$ cat src/rtl/core/pta_pkg.sv
package pta_pkg;

   localparam int CMD_W        = 3;
   localparam int PAGE_W       = 16;
   localparam int FRAME_PORT_W = 8;
   localparam int AGE_W        = 8;
   localparam int OP_W         = 3;
   localparam int QUEUE_DEPTH  = 2;

   localparam logic [CMD_W-1:0] CMD_LOOKUP     = 3'd0;
   localparam logic [CMD_W-1:0] CMD_MAP        = 3'd1;
   localparam logic [CMD_W-1:0] CMD_INVALIDATE = 3'd2;
   localparam logic [CMD_W-1:0] CMD_SET_REF    = 3'd3;
   localparam logic [CMD_W-1:0] CMD_AGE        = 3'd4;

   localparam logic [OP_W-1:0] OP_READ   = 3'd0;
   localparam logic [OP_W-1:0] OP_MAP    = 3'd1;
   localparam logic [OP_W-1:0] OP_INVAL  = 3'd2;
   localparam logic [OP_W-1:0] OP_SETREF = 3'd3;
   localparam logic [OP_W-1:0] OP_AGE    = 3'd4;
   localparam logic [OP_W-1:0] OP_NULL   = 3'd5;

   typedef struct packed {
      logic [OP_W-1:0]         op;
      logic [PAGE_W-1:0]       page;
      logic [FRAME_PORT_W-1:0] frame;
   } op_type;

   typedef struct packed {
      logic             valid;
      logic             refd;
      logic [AGE_W-1:0] age;
   } entry_type;

   typedef struct packed {
      logic full;
      logic empty;
   } queue_status_type;

endpackage

$ cat src/rtl/core/pta_queue.sv
module pta_queue (
   input  logic                       clock,
   input  logic                       reset,
   input  logic                       push,
   input  pta_pkg::op_type            push_data,
   input  logic                       pop,
   output pta_pkg::op_type            pop_data,
   output pta_pkg::queue_status_type  status
);

   localparam int DEPTH = pta_pkg::QUEUE_DEPTH;
   localparam int PW    = (DEPTH > 1) ? $clog2(DEPTH) : 1;
   localparam int CW    = $clog2(DEPTH + 1);
   localparam logic [PW-1:0] LAST_PTR = PW'(DEPTH - 1);
   localparam logic [CW-1:0] FULL_CNT = CW'(DEPTH);

   pta_pkg::op_type slot_ff [DEPTH];
   logic [PW-1:0]   wr_ptr_ff, wr_ptr_in;
   logic [PW-1:0]   rd_ptr_ff, rd_ptr_in;
   logic [CW-1:0]   count_ff, count_in;

   assign pop_data     = slot_ff[rd_ptr_ff];
   assign status.full  = (count_ff == FULL_CNT);
   assign status.empty = (count_ff == '0);

   always_comb begin
      wr_ptr_in = wr_ptr_ff;
      rd_ptr_in = rd_ptr_ff;
      count_in  = count_ff;
      if (push) begin
         wr_ptr_in = (wr_ptr_ff == LAST_PTR) ? '0 : wr_ptr_ff + 1'b1;
      end
      if (pop) begin
         rd_ptr_in = (rd_ptr_ff == LAST_PTR) ? '0 : rd_ptr_ff + 1'b1;
      end
      if (push && !pop) begin
         count_in = count_ff + 1'b1;
      end else if (pop && !push) begin
         count_in = count_ff - 1'b1;
      end
   end

   always_ff @(posedge clock) begin
      if (reset) begin
         wr_ptr_ff <= '0;
         rd_ptr_ff <= '0;
         count_ff  <= '0;
      end else begin
         wr_ptr_ff <= wr_ptr_in;
         rd_ptr_ff <= rd_ptr_in;
         count_ff  <= count_in;
      end
   end

   always_ff @(posedge clock) begin
      if (push) begin
         slot_ff[wr_ptr_ff] <= push_data;
      end
   end

endmodule

$ cat config.mk
export PLATFORM = sky130hd
export DESIGN_NAME = pta_queue
export DESIGN_NICKNAME = d
export VERILOG_FILES = /design/src/rtl/core/pta_pkg.sv /design/src/rtl/core/pta_queue.sv
export SDC_FILE = /design/constraint.sdc
export NUM_CORES = 1
export LEC_CHECK = 0
export BUFFER_PORTS_ARGS = -buffer_cell sky130_fd_sc_hd__buf_2
export CORE_MARGIN = 2
export CORE_UTILIZATION = 55
export DETAILED_ROUTE_END_ITERATION = 8
export PLACE_DENSITY = 0.85
export SETUP_SLACK_MARGIN = 0.4
export SYNTH_ARGS = -nofsm -noshare
export SYNTH_HDL_FRONTEND = slang
export SYNTH_SLANG_ARGS = --single-unit
$ cat constraint.sdc
create_clock -name clock -period 3.4 [get_ports clock]
set_input_delay 0.17 -clock clock [delete_from_list [all_inputs] [get_ports clock]]
set_output_delay 0.17 -clock clock [all_outputs]
set_load 0.005 [all_outputs]
==> impl_metrics.tcl <==
set metrics [dict create \
    cts_tree "yes" \
    synthCells 106 \
    seq_area_um2 1720 \
    critPathMaxFanout 23 \
    syn2layout_area_growth_pct 24.8 \
    ys_types 16 \
    drv_cap 0 \
    final_common_cell "buf_2" \
    drive_gt1_share_pct 56.7 \
    grt_max_degree 26 \
    grt_pass1_vias 1131 \
    nets 208 \
    fmax_ghz 0.569 \
    nFillCells 248 \
    status "finished, final reports clean" \
    drt_iter0_drc 84 \
    die_x_um 66.6 \
    worstHoldStart "push_data[1]" \
    routabilityCongestion 0.666 \
    syn-num-nets 138 \
    yosys.area.top_type "edfxtp_1" \
    regToRegEndpoint "slot_ff[1][26]" \
    critPathArrivalTime_ns 1.59 \
    ioPinCount 60 \
    end_kind "primary output" \
    cp_data_required_time_ns 3.23 \
    postRouteWirelength_um 3440 \
    reg2reg_depth 2 \
    finalHoldViolations 0 \
    yosysWarnings 0 \
    ir_drop_v 0.000347 \
    grt_overflow_total 0 \
    start_util_pct 57.9 \
    vias 1146 \
    p_leak_nw 1.04 \
    clock_sinks 59 \
    maxSlewViolCount 0 \
    htreeDepth 3 \
    cts_root_buf "clkbuf_8" \
    synth_area_leaders "edfxtp_1 (75%), mux2_2 (14%), dfxtp_1 (4.6%)" \
    final_cell_mix "buf_2 (59), edfxtp_1 (54), mux2_2 (27), clkbuf_8 (9)" \
    n_antenna_cell 0 \
    die_y_um 66.6 \
    hold_slack_ns 0.0362 \
    grt_pass1_wl_um 5070 \
    viasPerCell 5.03 \
    cts_resized 0 \
    first_pass_iters 4 \
    fin_crit_ns 1.76 \
    setup_tns_ns 0 \
    crit_chain "buf_4, mux2_2, buf_2" \
    relSlewSlack_pct 78.3 \
    crit_slowest_cell "dfxtp_1" \
    p_per_area_nw_per_um2 588 \
    path_delay_family "buffers and inverters" \
    rows 22 \
    netlist_area_um2 2150 \
    avgSynthCellArea_um2 20.3 \
    cts_max_path_buffers 2 \
    cts_setup_buffers 0 \
    port-buffer-count 59 \
    place_hpwl_um 2430 \
    min_to "slot_ff[1][1]" \
    start_kind "flop" \
    hp-class "in -> reg" \
    finalClockSkew_ns 0.00302 \
    cpPeakStageDelay_ns 0.42 \
    crit_buf_inv 2 \
    core_um2 3720 \
    drc 0 \
    tightestPinTransition_ns 0.325 \
    gr-usage-all-layers_pct 17.0 \
    whs_path_depth 1 \
    synth-seq-cells 59 \
    post-route-period-util_pct 51.7 \
    synth_top_area_share_pct 75.3 \
    postRouteAntennaNets 0 \
    rrSetupSlack_ns 2.14 \
    die-area_um2 4430 \
    wl_per_cell_um 15.1 \
    multi_input_area_um2 410 \
    cts_buffers 9 \
    grt_antenna_before_repair 0 \
    clk_latency_ns 0.32 \
    cts_hold_buf 0 \
    synth_seq_area_share_pct 80.0 \
    path_clk_slew_ns 0.06 \
    grt_setup_unrepaired "no" \
    r2r-start "wr_ptr_ff" \
    finalSetupViolations 0 \
    crit_type "reg -> out" \
]
==> state kept, by name, summed over array words and instances, names as in the netlist, named ones only <==
name / cells
rd_ptr_ff: 1
count_ff: 2
wr_ptr_ff: 1
slot_ff: 54
==> cell usage after synthesis (all sizes together) <==
master and n:
and2 1, inv 1, o21ai 1, and2b 1, edfxtp 54, ha 1, nor2 5, nor2b 1
dfxtp 5, mux2 27, a21oi 1, xnor2 2, xor2 2, buf 3, or3 1
==> cell families after synthesis <==
kind of cell | Yosys count | synth area share [%]
mux | 27 | 14.1
fa+ha+maj | 1 | 0.581
compound gates | 2 | 0.464
flops | 59 | 80.0
xor+xnor | 4 | 1.63
buf+inv | 4 | 1.10
simple gates | 9 | 2.15
==> worst reg2reg max path: stages (launching register included) <==
cell and delay, ns:
dfxtp_1 0.37, and2_1 0.21, buf_4 0.34
==> per-layer routing <==
layer / vias to the layer above / wire, um / global-route usage (%)
li1: 548 / - / -
met4: 0 / 104 / 12.5
met2: 38 / 1850 / 28.4
met1: 550 / 1290 / 17.4
met5: - / 0 / 0
met3: 10 / 189 / 5.91
==> report_power, final <==
group | internal [mW] | switching, mW | leakage, nW
clock network | 0.328 | 0.231 | 0.0882
logic | 0.0862 | 0.0752 | 0.403
registers | 0.845 | 0.0165 | 0.548
==> worst max-delay path by stage <==
stage / depth (start not counted) / slack (ns) / to / start
2_1_floorplan: 1 / 1.44 / slot_ff[0][0] / wr_ptr_ff
3_3_place_gp: 3 / 2.02 / pop_data[15] / flop
5_1_grt: 3 / 1.53 / pop_data[9] / flop
4_1_cts: 3 / 1.61 / pop_data[21] / flop
3_5_place_dp: 3 / 1.96 / pop_data[9] / flop
6_report: 3 / 1.64 / pop_data[21] / flop
==> through the flow <==
step	area, um2	power, mW	setup slack, ns	instances	util [%]
floorplan	2150	0.961	1.44	106	-
global route	2690	1.66	1.53	228	72.3
detailed placement	2510	1.04	1.96	213	67.6
finish	2690	1.58	1.64	228	72.3
global placement	2510	1.03	2.02	213	67.6
CTS	2690	1.60	1.61	228	72.3
==> layout make-up <==
class	instances	area share, %
Inverter	1	0.140
Clock buffer	11	4.89
Timing Repair Buffer	62	11.8
Sequential cell	59	64.1
Multi-Input combinational cell	43	15.3
Clock inverter	4	1.58
Tap cell	48	2.23
(Power assumes the default switching activity.)
